[config.mk]
export PLATFORM = sky130hd
export DESIGN_NAME = serial_to_packet_framer_top
export DESIGN_NICKNAME = d
export VERILOG_FILES = /design/src/sv/stpf_pkg.sv /design/src/sv/serial_to_packet_framer_top.sv /design/src/sv/stpf_fifo.sv /design/src/sv/stpf_front.sv /design/src/sv/stpf_back.sv
export SDC_FILE = /design/constraint.sdc
export NUM_CORES = 1
export LEC_CHECK = 0
export BUFFER_PORTS_ARGS = -buffer_cell sky130_fd_sc_hd__buf_2
export CORE_ASPECT_RATIO = 1.5
export CORE_MARGIN = 8
export CORE_UTILIZATION = 40
export CTS_CLUSTER_SIZE = 10
export DETAILED_ROUTE_END_ITERATION = 7
export GPL_ROUTABILITY_DRIVEN = 0
export PLACE_DENSITY = 0.52
export SLEW_MARGIN = 20
export SYNTH_ARGS = -nofsm -noshare
export SYNTH_HDL_FRONTEND = slang
export SYNTH_SLANG_ARGS = --single-unit
[constraint.sdc]
create_clock -name clock -period 9.2 [get_ports clock]
set_clock_uncertainty 0.2 [all_clocks]
set_input_delay 0.92 -clock clock [delete_from_list [all_inputs] [get_ports clock]]
set_output_delay 0.92 -clock clock [all_outputs]
set_load 0.1 [all_outputs]
[src/sv/stpf_pkg.sv]
package stpf_pkg;

   // field widths
   localparam int BYTE_W = 8;
   localparam int LEN_W  = 6;
   localparam int IDLE_W = 11;
   localparam int TMO_W  = 8;

   // defaults and internal queue depths
   localparam int FRAME_DEPTH_DEF = 32;
   localparam int CMD_DEPTH       = 2;
   localparam int OUT_DEPTH       = 4;

   // register reset values
   localparam logic [LEN_W-1:0]  MAX_LEN_RST = LEN_W'(32);
   localparam logic [BYTE_W-1:0] TERM_RST    = BYTE_W'(13);
   localparam logic [TMO_W-1:0]  TMO_RST     = TMO_W'(4);

   // register indexes
   localparam logic [1:0] REG_MAX_LEN = 2'd0;
   localparam logic [1:0] REG_TERM    = 2'd1;
   localparam logic [1:0] REG_TIMEOUT = 2'd2;

   typedef enum logic [1:0] {
      MODE_BYTE       = 2'd0,
      MODE_TICK       = 2'd1,
      MODE_CONNECT    = 2'd2,
      MODE_DISCONNECT = 2'd3
   } mode_type;

   typedef enum logic [1:0] {
      CAUSE_TERM = 2'd0,
      CAUSE_LEN  = 2'd1,
      CAUSE_IDLE = 2'd2
   } cause_type;

   // work for the back end: flush, store, flush, each part optional
   typedef struct packed {
      logic [LEN_W-1:0]  pre_len;
      logic              wr_en;
      logic [LEN_W-1:0]  wr_addr;
      logic [BYTE_W-1:0] wr_data;
      logic [LEN_W-1:0]  post_len;
      cause_type         post_cause;
   } cmd_type;

   typedef struct packed {
      logic [BYTE_W-1:0] frame_byte;
      logic              frame_last;
      cause_type         flush_cause;
   } out_type;

endpackage

[src/sv/serial_to_packet_framer_top.sv]
// serial to packet framer
// req channel: push/full queue; each word is a mode (byte, tick, connect,
// disconnect) and a received byte. A word is taken when push is high and
// full is low; it is classified combinationally and, if it stores a byte or
// flushes a frame, queued as work for the back end (two-entry work queue).
// rsp channel: empty/pop queue of frame bytes with last marker and flush
// cause; a four-entry result queue sits in front of the ports.
// csr port: csr_we writes csr_index (0 max length, 1 terminator, 2 idle
// timeout) with csr_wdata in the same cycle.
// throughput: the front takes one word per cycle while the work queue has
// room. The back end steps each work entry through pre-flush, write and
// post-flush states, reading flushed frame bytes from the single-port frame
// store, and takes no new work entry until it is back in idle.
// reset: registers return to 32 / 13 / 4, not connected, queues empty;
// the frame store is not cleared. When the receiver stops popping, the
// result queue fills, the back end holds, the work queue fills and full
// rises; nothing is dropped.
module serial_to_packet_framer_top import stpf_pkg::*; #(
   parameter int FRAME_DEPTH = FRAME_DEPTH_DEF
) (
   input  logic              clock,
   input  logic              reset,
   input  logic              req_push,
   output logic              req_full,
   input  logic [1:0]        req_mode,
   input  logic [BYTE_W-1:0] req_rx_byte,
   output logic              rsp_empty,
   input  logic              rsp_pop,
   output logic [BYTE_W-1:0] rsp_frame_byte,
   output logic              rsp_frame_last,
   output logic [1:0]        rsp_flush_cause,
   input  logic              csr_we,
   input  logic [1:0]        csr_index,
   input  logic [BYTE_W-1:0] csr_wdata
);

   localparam int CMD_W  = $bits(cmd_type);
   localparam int OUT_W  = $bits(out_type);
   localparam int CCNT_W = $clog2(CMD_DEPTH+1);

   logic                           accept;
   logic                           cmd_push;
   cmd_type                        cmd_wdata;
   logic [CMD_W-1:0]               cmd_rbits;
   logic                           cmd_pop;
   logic                           cmd_empty;
   logic                           cmd_full;
   logic [$clog2(CMD_DEPTH+1)-1:0] cmd_count;
   logic                           out_push;
   out_type                        out_wdata;
   logic [OUT_W-1:0]               out_rbits;
   out_type                        out_head;
   logic                           out_full;
   logic [$clog2(OUT_DEPTH+1)-1:0] out_count;

   assign req_full = cmd_full;
   assign accept   = req_push && !cmd_full;

   // front: registers, connection state, classification
   stpf_front #(.FRAME_DEPTH(FRAME_DEPTH)) u_front (
      .clock       (clock),
      .reset       (reset),
      .accept      (accept),
      .req_mode    (req_mode),
      .req_rx_byte (req_rx_byte),
      .csr_we      (csr_we),
      .csr_index   (csr_index),
      .csr_wdata   (csr_wdata),
      .cmd_push    (cmd_push),
      .cmd_data    (cmd_wdata)
   );

   // work queue between front and back
   stpf_fifo #(.WIDTH(CMD_W), .DEPTH(CMD_DEPTH)) u_cmd_q (
      .clock (clock),
      .reset (reset),
      .push  (cmd_push),
      .wdata (cmd_wdata),
      .pop   (cmd_pop),
      .rdata (cmd_rbits),
      .empty (cmd_empty),
      .full  (cmd_full),
      .count (cmd_count)
   );

   // back: frame store and readout
   stpf_back #(.FRAME_DEPTH(FRAME_DEPTH)) u_back (
      .clock     (clock),
      .reset     (reset),
      .cmd_empty (cmd_empty),
      .cmd_rdata (cmd_type'(cmd_rbits)),
      .cmd_pop   (cmd_pop),
      .out_count (out_count),
      .out_full  (out_full),
      .out_push  (out_push),
      .out_data  (out_wdata)
   );

   // result queue
   stpf_fifo #(.WIDTH(OUT_W), .DEPTH(OUT_DEPTH)) u_out_q (
      .clock (clock),
      .reset (reset),
      .push  (out_push),
      .wdata (out_wdata),
      .pop   (rsp_pop),
      .rdata (out_rbits),
      .empty (rsp_empty),
      .full  (out_full),
      .count (out_count)
   );

   assign out_head        = out_type'(out_rbits);
   assign rsp_frame_byte  = out_head.frame_byte;
   assign rsp_frame_last  = out_head.frame_last;
   assign rsp_flush_cause = out_head.flush_cause;

   // work queue never overruns: full holds off new words
   a_cmd_bound: assert property (@(posedge clock) disable iff (reset)
      !(cmd_push && cmd_full) && (cmd_count <= CCNT_W'(CMD_DEPTH)))
      else $error("work queue overrun");

endmodule

[src/sv/stpf_fifo.sv]
module stpf_fifo import stpf_pkg::*; #(
   parameter int WIDTH = 8,
   parameter int DEPTH = 2
) (
   input  logic                       clock,
   input  logic                       reset,
   input  logic                       push,
   input  logic [WIDTH-1:0]           wdata,
   input  logic                       pop,
   output logic [WIDTH-1:0]           rdata,
   output logic                       empty,
   output logic                       full,
   output logic [$clog2(DEPTH+1)-1:0] count
);

   localparam int PTR_W = (DEPTH > 1) ? $clog2(DEPTH) : 1;
   localparam int CNT_W = $clog2(DEPTH+1);

   logic [WIDTH-1:0] mem_ff [DEPTH];
   logic [PTR_W-1:0] wr_ptr_ff, wr_ptr_in;
   logic [PTR_W-1:0] rd_ptr_ff, rd_ptr_in;
   logic [CNT_W-1:0] count_ff, count_in;
   logic             do_push, do_pop;

   assign empty   = (count_ff == '0);
   assign full    = (count_ff == CNT_W'(DEPTH));
   assign count   = count_ff;
   assign rdata   = mem_ff[rd_ptr_ff];
   assign do_push = push && !full;
   assign do_pop  = pop && !empty;

   // pointer and count update
   always_comb begin
      wr_ptr_in = wr_ptr_ff;
      rd_ptr_in = rd_ptr_ff;
      count_in  = count_ff;
      if (do_push) begin
         wr_ptr_in = (wr_ptr_ff == PTR_W'(DEPTH-1)) ? '0 : wr_ptr_ff + 1'b1;
      end
      if (do_pop) begin
         rd_ptr_in = (rd_ptr_ff == PTR_W'(DEPTH-1)) ? '0 : rd_ptr_ff + 1'b1;
      end
      if (do_push && !do_pop) begin
         count_in = count_ff + 1'b1;
      end else if (do_pop && !do_push) begin
         count_in = count_ff - 1'b1;
      end
   end

   always_ff @(posedge clock) begin
      if (reset) begin
         wr_ptr_ff <= '0;
         rd_ptr_ff <= '0;
         count_ff  <= '0;
      end else begin
         wr_ptr_ff <= wr_ptr_in;
         rd_ptr_ff <= rd_ptr_in;
         count_ff  <= count_in;
      end
   end

   // storage
   always_ff @(posedge clock) begin
      if (do_push) begin
         mem_ff[wr_ptr_ff] <= wdata;
      end
   end

endmodule

[src/sv/stpf_front.sv]
module stpf_front import stpf_pkg::*; #(
   parameter int FRAME_DEPTH = FRAME_DEPTH_DEF
) (
   input  logic              clock,
   input  logic              reset,
   input  logic              accept,
   input  logic [1:0]        req_mode,
   input  logic [BYTE_W-1:0] req_rx_byte,
   input  logic              csr_we,
   input  logic [1:0]        csr_index,
   input  logic [BYTE_W-1:0] csr_wdata,
   output logic              cmd_push,
   output cmd_type           cmd_data
);

   logic [LEN_W-1:0]  max_len_ff, max_len_in;
   logic [BYTE_W-1:0] term_ff, term_in;
   logic [TMO_W-1:0]  tmo_ff, tmo_in;
   logic [LEN_W-1:0]  fill_ff, fill_in;
   logic [IDLE_W-1:0] idle_ff, idle_in;
   logic              conn_ff, conn_in;
   logic [LEN_W-1:0]  limit;
   logic [LEN_W-1:0]  fill_base;
   logic              len_hit;
   logic              term_hit;
   logic              fire;
   mode_type          mode;

   assign mode = mode_type'(req_mode);

   // effective length limit, clamped to 1..depth
   always_comb begin
      priority if (max_len_ff == '0) begin
         limit = LEN_W'(1);
      end else if (max_len_ff > LEN_W'(FRAME_DEPTH)) begin
         limit = LEN_W'(FRAME_DEPTH);
      end else begin
         limit = max_len_ff;
      end
   end

   assign len_hit   = (fill_ff >= limit);
   assign fill_base = len_hit ? '0 : fill_ff;
   assign term_hit  = (req_rx_byte == term_ff);
   assign fire      = (idle_ff[IDLE_W-1:2] >= {1'b0, tmo_ff});

   // register writes
   always_comb begin
      max_len_in = max_len_ff;
      term_in    = term_ff;
      tmo_in     = tmo_ff;
      if (csr_we) begin
         unique case (csr_index)
            REG_MAX_LEN: max_len_in = csr_wdata[LEN_W-1:0];
            REG_TERM:    term_in    = csr_wdata;
            REG_TIMEOUT: tmo_in     = csr_wdata[TMO_W-1:0];
            default:     ;
         endcase
      end
   end

   // classify the word and build back-end work
   always_comb begin
      fill_in  = fill_ff;
      idle_in  = idle_ff;
      conn_in  = conn_ff;
      cmd_push = 1'b0;
      cmd_data = '{pre_len: '0, wr_en: 1'b0, wr_addr: '0, wr_data: req_rx_byte,
                   post_len: '0, post_cause: CAUSE_TERM};
      if (accept) begin
         unique case (mode)
            MODE_BYTE: begin
               if (conn_ff) begin
                  idle_in          = '0;
                  cmd_push         = 1'b1;
                  cmd_data.pre_len = len_hit ? fill_ff : '0;
                  cmd_data.wr_en   = 1'b1;
                  cmd_data.wr_addr = fill_base;
                  if (term_hit) begin
                     cmd_data.post_len = fill_base + 1'b1;
                     fill_in           = '0;
                  end else begin
                     fill_in = fill_base + 1'b1;
                  end
               end
            end
            MODE_TICK: begin
               if (conn_ff && fill_ff != '0) begin
                  if (idle_ff != '1) begin
                     idle_in = idle_ff + 1'b1;
                  end
                  if (fire) begin
                     cmd_push            = 1'b1;
                     cmd_data.post_len   = fill_ff;
                     cmd_data.post_cause = CAUSE_IDLE;
                     fill_in             = '0;
                     idle_in             = '0;
                  end
               end
            end
            MODE_CONNECT: begin
               if (!conn_ff) begin
                  fill_in = '0;
                  conn_in = 1'b1;
               end
            end
            MODE_DISCONNECT: begin
               conn_in = 1'b0;
            end
         endcase
      end
   end

   always_ff @(posedge clock) begin
      if (reset) begin
         max_len_ff <= MAX_LEN_RST;
         term_ff    <= TERM_RST;
         tmo_ff     <= TMO_RST;
         fill_ff    <= '0;
         idle_ff    <= '0;
         conn_ff    <= 1'b0;
      end else begin
         max_len_ff <= max_len_in;
         term_ff    <= term_in;
         tmo_ff     <= tmo_in;
         fill_ff    <= fill_in;
         idle_ff    <= idle_in;
         conn_ff    <= conn_in;
      end
   end

   // fill count never passes the store depth
   a_fill_range: assert property (@(posedge clock) disable iff (reset)
      fill_ff <= LEN_W'(FRAME_DEPTH))
      else $error("fill count beyond frame depth");

   // a byte taken while connected restarts the idle count
   a_idle_clear: assert property (@(posedge clock) disable iff (reset)
      (accept && mode == MODE_BYTE && conn_ff) |=> (idle_ff == '0))
      else $error("idle count not cleared by byte");

endmodule

[src/sv/stpf_back.sv]
module stpf_back import stpf_pkg::*; #(
   parameter int FRAME_DEPTH = FRAME_DEPTH_DEF
) (
   input  logic                           clock,
   input  logic                           reset,
   input  logic                           cmd_empty,
   input  cmd_type                        cmd_rdata,
   output logic                           cmd_pop,
   input  logic [$clog2(OUT_DEPTH+1)-1:0] out_count,
   input  logic                           out_full,
   output logic                           out_push,
   output out_type                        out_data
);

   localparam int ADDR_W = (FRAME_DEPTH > 1) ? $clog2(FRAME_DEPTH) : 1;
   localparam int OCNT_W = $clog2(OUT_DEPTH+1);

   typedef enum logic [1:0] {
      S_IDLE,
      S_PRE,
      S_WRITE,
      S_POST
   } state_type;

   state_type         state_ff, state_in;
   cmd_type           cmd_ff, cmd_in;
   logic [LEN_W-1:0]  idx_ff, idx_in;
   logic              rd_pend_ff, rd_pend_in;
   logic              rd_last_ff, rd_last_in;
   cause_type         rd_cause_ff, rd_cause_in;
   logic              rd_issue;
   logic              mem_we;
   logic              credit_ok;
   logic [LEN_W-1:0]  idx_next;
   logic [BYTE_W-1:0] mem_ff [FRAME_DEPTH];
   logic [BYTE_W-1:0] mem_q_ff;

   // room in the result queue for one more read in flight
   assign credit_ok = ((OCNT_W+1)'(out_count) + (OCNT_W+1)'(rd_pend_ff))
                      < (OCNT_W+1)'(OUT_DEPTH);
   assign idx_next  = idx_ff + 1'b1;

   // sequencer: flush before, store, flush after
   always_comb begin
      state_in    = state_ff;
      cmd_in      = cmd_ff;
      idx_in      = idx_ff;
      rd_issue    = 1'b0;
      rd_last_in  = rd_last_ff;
      rd_cause_in = rd_cause_ff;
      mem_we      = 1'b0;
      cmd_pop     = 1'b0;
      unique case (state_ff)
         S_IDLE: begin
            if (!cmd_empty) begin
               cmd_pop  = 1'b1;
               cmd_in   = cmd_rdata;
               idx_in   = '0;
               state_in = S_PRE;
            end
         end
         S_PRE: begin
            if (idx_ff == cmd_ff.pre_len) begin
               idx_in   = '0;
               state_in = S_WRITE;
            end else if (credit_ok) begin
               rd_issue    = 1'b1;
               rd_last_in  = (idx_next == cmd_ff.pre_len);
               rd_cause_in = CAUSE_LEN;
               idx_in      = idx_next;
            end
         end
         S_WRITE: begin
            mem_we   = cmd_ff.wr_en;
            state_in = S_POST;
         end
         S_POST: begin
            if (idx_ff == cmd_ff.post_len) begin
               state_in = S_IDLE;
            end else if (credit_ok) begin
               rd_issue    = 1'b1;
               rd_last_in  = (idx_next == cmd_ff.post_len);
               rd_cause_in = cmd_ff.post_cause;
               idx_in      = idx_next;
            end
         end
      endcase
      rd_pend_in = rd_issue;
   end

   always_ff @(posedge clock) begin
      if (reset) begin
         state_ff    <= S_IDLE;
         idx_ff      <= '0;
         rd_pend_ff  <= 1'b0;
         rd_last_ff  <= 1'b0;
         rd_cause_ff <= CAUSE_TERM;
         cmd_ff      <= '0;
      end else begin
         state_ff    <= state_in;
         idx_ff      <= idx_in;
         rd_pend_ff  <= rd_pend_in;
         rd_last_ff  <= rd_last_in;
         rd_cause_ff <= rd_cause_in;
         cmd_ff      <= cmd_in;
      end
   end

   // frame store, registered read
   always_ff @(posedge clock) begin
      if (mem_we) begin
         mem_ff[cmd_ff.wr_addr[ADDR_W-1:0]] <= cmd_ff.wr_data;
      end
      if (rd_issue) begin
         mem_q_ff <= mem_ff[idx_ff[ADDR_W-1:0]];
      end
   end

   assign out_push = rd_pend_ff;
   assign out_data = '{frame_byte: mem_q_ff, frame_last: rd_last_ff,
                       flush_cause: rd_cause_ff};

   // a read in flight always finds room in the result queue
   a_no_overflow: assert property (@(posedge clock) disable iff (reset)
      rd_pend_ff |-> !out_full)
      else $error("result queue overflow");

   // read index stays within the pre-flush length
   a_pre_index: assert property (@(posedge clock) disable iff (reset)
      (state_ff == S_PRE) |-> (idx_ff <= cmd_ff.pre_len))
      else $error("pre-flush index past length");

   // work is taken only while idle
   a_pop_idle: assert property (@(posedge clock) disable iff (reset)
      cmd_pop |-> (state_ff == S_IDLE && !cmd_empty))
      else $error("command taken while busy");

endmodule

-- Word level (Yosys, flattened, before mapping)
Memories as Yosys holds them, arrays and structs flattened. A register that Yosys moved wholly into a read port is not among the register bits.
Cells that the tools add are included.
- bits in registers: 63
- RAM bits: 358
- input port bits: 25
- output and inout port bits: 13
- word-level logic and storage cells: 182
- memories kept: 3
- memories (name ; words ; bits a word ; read ports ; clocked after Yosys merged registers in ; wr ports ; line ; RTL):
    u_back.mem_ff ; 32 ; 8 ; 1 ; 1 ; 1 ; stpf_back.sv:35 ; logic [BYTE_W-1:0] mem_ff [FRAME_DEPTH];
    u_cmd_q.mem_ff ; 2 ; 29 ; 1 ; 1 ; 1 ; stpf_fifo.sv:19 ; logic [WIDTH-1:0] mem_ff [DEPTH];
    u_out_q.mem_ff ; 4 ; 11 ; 1 ; 1 ; 1 ; stpf_fifo.sv:19 ;
- add/sub/neg operators: 12
- $lt $le $gt $ge: 4
- equal/unequal tests: 30
- multiplexer cells: 73
- bitwise gates (word level): 1
- reduce and logical (&&, ||, !) cells: 42
- operators by type and width (cell ; number):
    2-to-1 mux 6 bit ; 15
    2-to-1 mux 11 bit ; 4
    2-to-1 mux 13 bit ; 3
    case mux 6 bit (3 select lines) ; 2
    2-to-1 mux 2 bit ; 14
    equality test 6 bit ; 4
    2-to-1 mux 8 bit ; 3
    2-to-1 mux 1 bit ; 22
    case mux 11 bit (2 select lines) ; 1
    equality test 2 bit (second input constant) ; 8
    inequality test 2 x 1 -> 1 bit (second input constant) ; 7
    adder 6 x 1 -> 6 bit (second input constant) ; 2
    case mux 6 bit (2 select lines) ; 1
    adder 11 x 1 -> 11 bit (second input constant) ; 1
    inequality test 11 bit (second input constant) ; 1
    logical AND 1 bit ; 10
    AND reduction 2 bit ; 5
    AND reduction 5 bit ; 2
    nonzero test 2 bit ; 5
    >= comparator 9 x 8 -> 1 bit ; 1
    equality test 8 bit ; 1
    zero test 1 bit ; 8
    zero test 2 bit ; 4
    inequality test 2 bit (second input constant) ; 4
    other kinds (23) ; 34

-- Longest topological paths before layout
- word-level depth: 10
- gate-level depth with buffers: 16
- depth with buffers taken out: 15

-- By module
From an unflattened synthesis, not the netlist that was laid out.
- cell total of the unflattened synthesis: 1211
- area total of the unflattened synthesis: 19209.7 um^2
- modules (own cells, without submodules) (module ; times used ; cells an instance ; area each (um^2)):
    stpf_back ; 1 ; 673 ; 12145.4
    stpf_front ; 1 ; 315 ; 2647.5
    stpf_fifo at u_cmd_q ; 1 ; 115 ; 2306.0
    stpf_fifo at u_out_q ; 1 ; 107 ; 2097.0
    serial_to_packet_framer_top ; 1 ; 1 ; 13.8

-- Least setup slack after synthesis
No wires, ideal clock.
- kind: register -> register
- start: reg u_out_q.count_ff[1] (netlist: u_out_q.count[1])
- end: reg u_out_q.count_ff[2] (netlist: u_out_q.count[2])
- arrival time: 3992 ps
- setup slack: 4937 ps
- stages on the path, launching flop included: 9
- buffers on the path: 0
- path through: dfxtp_1 nor3_1 nand2b_1 ha_1 inv_1 fa_1 xor2_1 or3_1 a21oi_1
- cells in the longest elaborated chain, start to end: 6
- elaborated cells on any way between the ends: 15
- classes of those cells: add/sub (2); eq/ne (1); mux (2); reduce/logical (10)
- ends and longest elaborated chain (item ; line ; RTL):
    from (decl) ; stpf_fifo.sv:22 ; logic [CNT_W-1:0] count_ff, count_in;
    from (signal assigned) ; stpf_fifo.sv:58 ; count_ff <= count_in;
    zero test 3 bit (*) ; stpf_fifo.sv:25 ; assign empty = (count_ff == '0);
    via rsp_empty ; serial_to_packet_framer_top.sv:27 ; output logic rsp_empty,
    zero test 1 bit (*) ; stpf_fifo.sv:30 ; assign do_pop = pop && !empty;
    logical AND 1 bit (*) ; stpf_fifo.sv:30 ;
    zero test 1 bit ; stpf_fifo.sv:43 ; if (do_push && !do_pop) begin
    logical AND 1 bit ; stpf_fifo.sv:43 ;
    2-to-1 mux 3 bit or nonzero test 2 bit (tied branches) ; - ;
Mark *: on every way through the listed nets, which the timed path passes. The rest lies on a longest branch. The select of a mux whose other input is x is not followed.
A chain may end at the register's enable or synchronous reset.

==> results by group <==
Global route
  – Total grt overflow: 0
  – Vias in the first global route: 9,888
  – Number of antenna violations at the first check in global routing: 0
  – Largest net degree at the start of global routing: 56
  – Overall track demand over capacity in global routing: 15.0%
  – Wire length of the first global-routing pass: 60,500 um

Synthesis
  – Flip-flop and latch count after synthesis: 454
  – Fraction of the yosys area taken by sequential cells: 68.5%
  – Post-synth top flop: edfxtp_1
  – Summed instance area of the synthesized netlist: 18,500 um2
  – Average size of a mapped cell: 16.3 um2
  – Number of instances in the synthesized netlist: 1,138
  – Count of synthesis-stage warnings from yosys: 0
  – Fraction of synthesis flops using an asynchronous set or reset pin: 0%
  – Number of library cell types mapped by synthesis: 57
  – Syn nets: 1,198
  – Post-synth EDFFs: 362

Worst setup path
  – Setup slack on the worst flop-to-flop path: 5.58 ns
  – Worst-path cell with the longest stage delay: a221oi_2
  – Cell breakdown of the critical path: nor4_1 -> nor2_1 -> nor2_1 -> ha_1 -> nor2b_1 -> o21ai_0 -> a221oi_2 -> and2_1 -> ha_1 -> nand3_1 -> xnor2_1 -> a32oi_1 -> nor2_1
  – Kind of launch point of the worst setup path: register
  – Category of the worst setup path capture point: register
  – CP required: 9.27 ns
  – Capture instance of the worst register-to-register path: u_cmd_q.mem_ff[1][6]$_DFFE_PP_
  – Worst R2R Start: u_front.max_len_ff[1]$_SDFFE_PP0P_
  – Slowest stage delay, CP: 0.80 ns
  – CP Capture Point: u_cmd_q.mem_ff[1][6]$_DFFE_PP_
  – Reg2Reg Depth: 13
  – Worst setup startpoint: u_front.max_len_ff[1]$_SDFFE_PP0P_
  – Largest fanout on the critical path: 15
  – Crit path kind: register to register
  – Arrival time at the worst endpoint: 3.69 ns
  – Most common cell type on the critical path: nor2_1

Timing
  – Unrepaired setup endpoints after global routing: no
  – PnR worst setup slack: 5.58 ns
  – Final critical delay including setup and external delays: 3.62 ns
  – Hold Violations, Final: 0
  – Setup TNS: 0 ns
  – Slew HR: 24.9%
  – Period Utilization, post-route: 39.3%
  – Number of endpoints failing setup at the final stage: 0
  – Peak Freq: 277 MHz
  – Transition time at the pin with the least slew margin: 1.12 ns
  – Final-report max-slew violation count: 0

Floorplanning
  – Number of placed I/O pins: 38
  – Number of standard-cell rows in the floorplan: 96
  – Placeable core region: 45,800 um2
  – Chip Height: 280 um
  – Die outline area: 53,700 um2
  – Starting utilization of the core area: 40.5%
  – Die width: 192 um

Min path
  – Hold WC Path Type: register to register

Cells and area
  – Net count reported at finish: 1,246
  – Most frequent standard cell in the layout excluding fill and tap cells: edfxtp_1
  – Commonest cells after routing, fill and taps aside: edfxtp_1 (362), nor2_1 (136), mux4_2 (91), dfxtp_1 (82), mux2i_1 (55)
  – Final standard cell utilization of the core: 45.4%
  – Number of diodes added for antenna fixing: 0
  – Area Overhead vs Synth: 12.0%
  – Layout Cells excl Fill: 1,806
  – Fraction of final layout cells sized beyond drive strength 1: 18.0%
  – Number of filler cells placed in the layout: 3,965

Drt
  – Via-per-instance ratio: 5.29
  – First-iteration detailed-routing DRC count: 460
  – First-pass detailed-route iteration total: 4
  – Final routed DRC violation total: 0
  – Via count of the routed design: 9,561
  – Number of nets still failing antenna checks after routing: 0
  – Average detailed-routed wire length per instance: 22.0 um
  – DRT Wirelength: 39,700 um

Pwr
  – Worst IR Drop VDD: 113 uV
  – Leakage power: 6.75 nW
  – PwrDens: 260 nW/um2

CTS
  – Maximum clock insertion buffer count: 3
  – Number of H-tree branching levels: 2
  – Post-CTS Hold Buffers: 0
  – Root cell of the clock tree: clkbuf_16
  – Post-CTS Setup Inserts: 0
  – Clock transition at the registers of the reported paths: 0.05 ns
  – Clock insertion delay at the later pin of the skew report: 0.56 ns
  – Post-cts sizing count: 0
  – Clock sinks: 454
  – CTS buffer count: 51
  – Clock tree from TritonCTS: built

Job
  – Max-cap violations: 0

Place
  – Post-Place Worst Slack: 5.66 ns
  – Detailed Place HPWL: 26,600 um
  – IO buf count: 37
  – Placed Cells incl. Taps: 1,721

Status
  – Status: complete, no violations
power by group:
group	internal [mW]	switching, mW	total, mW	leakage (nW)
Combinational	0.381	0.534	0.915	2.02
Sequential	2.43	0.260	2.69	4.04
Clock	1.04	0.757	1.80	0.689
Total	3.85	1.55	5.40	6.75
flip-flops by register name, summed over array words and instances, names as in the netlist, 2 cells and up, named ones only:
name and flops:
u_back.mem_q_ff 8, u_out_q.wr_ptr_ff 2, u_back.idx_ff 6, u_front.idle_ff 11, u_front.max_len_ff 6, u_back.state_ff 2, u_cmd_q.mem_ff 54, u_out_q.rd_ptr_ff 2
u_back.cmd_ff 27, u_back.rd_cause_ff 2, u_cmd_q.count 2, u_front.term_ff 8, u_front.fill_ff 6, u_out_q.mem_ff 44, u_out_q.count 3, u_front.tmo_ff 8
u_back.mem_ff 256
critical path: cells and delay by family, from the launching register on:
| kind | cells | cell delay (ns) |
|---|---|---|
| compound gates | 3 | 1.14 |
| simple gates | 7 | 0.99 |
| fa+ha+maj | 2 | 0.49 |
| flops | 1 | 0.32 |
| xor+xnor | 1 | 0.17 |
layout make-up:
type	instances	area, um2	share of cell area (%)
Clock inverter	3	28.8	0.139
Timing Repair Buffer	48	268	1.29
Sequential cell	454	12700	61.3
Tap cell	588	736	3.54
Clock buffer	82	1410	6.81
Inverter	30	113	0.542
Multi-Input combinational cell	601	5490	26.4
kinds of logic after synthesis:
group | after synthesis | share of synthesized area [%]
AO/OA/AOI/OAI | 96 | 3.55
XOR/XNOR | 46 | 2.17
adder cells (fa/ha/maj) | 35 | 2.40
buffers and inverters | 83 | 1.92
flip-flops | 454 | 68.5
multiplexers | 154 | 14.5
AND/OR/NAND/NOR | 270 | 6.91
how the worst min path moves through the flow:
| stage | from | endpoint | cells past startpoint | slack (ns) |
|---|---|---|---|---|
| after floorplan | u_front.tmo_ff[2]$_SDFFE_PP1P_ | u_front.tmo_ff[2]$_SDFFE_PP1P_ | 1 | 0.24 |
| after global placement | u_front.tmo_ff[2]$_SDFFE_PP1P_ | u_front.tmo_ff[2]$_SDFFE_PP1P_ | 1 | 0.25 |
| after detailed placement | u_front.tmo_ff[2]$_SDFFE_PP1P_ | u_front.tmo_ff[2]$_SDFFE_PP1P_ | 1 | 0.26 |
| after CTS | u_front.tmo_ff[2]$_SDFFE_PP1P_ | u_front.tmo_ff[2]$_SDFFE_PP1P_ | 1 | 0.27 |
| after global routing | u_front.tmo_ff[2]$_SDFFE_PP1P_ | u_front.tmo_ff[2]$_SDFFE_PP1P_ | 1 | 0.30 |
| final | u_front.tmo_ff[2]$_SDFFE_PP1P_ | u_front.tmo_ff[2]$_SDFFE_PP1P_ | 1 | 0.26 |
synthesized netlist by cell type (5+ instances only):
| master | n | area (um2) |
|---|---|---|
| edfxtp_1 | 362 | 10900 |
| nor2_1 | 137 | 514 |
| dfxtp_1 | 92 | 1840 |
| mux4_2 | 91 | 2050 |
| mux2i_1 | 55 | 551 |
| ha_1 | 34 | 425 |
| a211oi_1 | 32 | 240 |
| nand2_1 | 31 | 116 |
| clkbuf_1 | 30 | 113 |
| inv_1 | 29 | 109 |
| xor2_1 | 26 | 228 |
| a21oi_1 | 21 | 105 |
| xnor2_1 | 20 | 175 |
| and2_1 | 18 | 113 |
| nand3_1 | 15 | 75.1 |
| nor3_1 | 10 | 50.1 |
| and3_1 | 9 | 56.3 |
| buf_1 | 9 | 33.8 |
| buf_2 | 9 | 45.0 |
| mux2_2 | 8 | 90.1 |
| nand3b_1 | 8 | 60.1 |
| nand4_1 | 8 | 50.1 |
| or3_1 | 8 | 50.1 |
| o21ai_0 | 7 | 35.0 |
| a211o_1 | 6 | 52.6 |
| o21ai_1 | 6 | 30.0 |
| nor4_1 | 5 | 31.3 |
metal layers:
| metal | up-vias | wire, um | track usage, % |
|---|---|---|---|
| met1 | 4835 | 15100 | 16.7 |
| met3 | 63 | 1410 | 2.20 |
| met5 | - | 0 | 0 |
| met2 | 186 | 21900 | 28.0 |
| li1 | 4477 | - | - |
| met4 | 0 | 1310 | 5.58 |
stage by stage:
| step | power [mW] | hold WS, ns | area (um2) |
|---|---|---|---|
| 4_1_cts | 5.48 | 0.267 | 20800 |
| 6_report | 5.40 | 0.264 | 20800 |
| 3_5_place_dp | 3.67 | 0.255 | 19300 |
| 2_1_floorplan | 3.38 | 0.235 | 18500 |
| 5_1_grt | 5.63 | 0.300 | 20800 |
| 3_3_place_gp | 3.65 | 0.249 | 19300 |
Note: power is estimated with default switching activity, not from simulation.
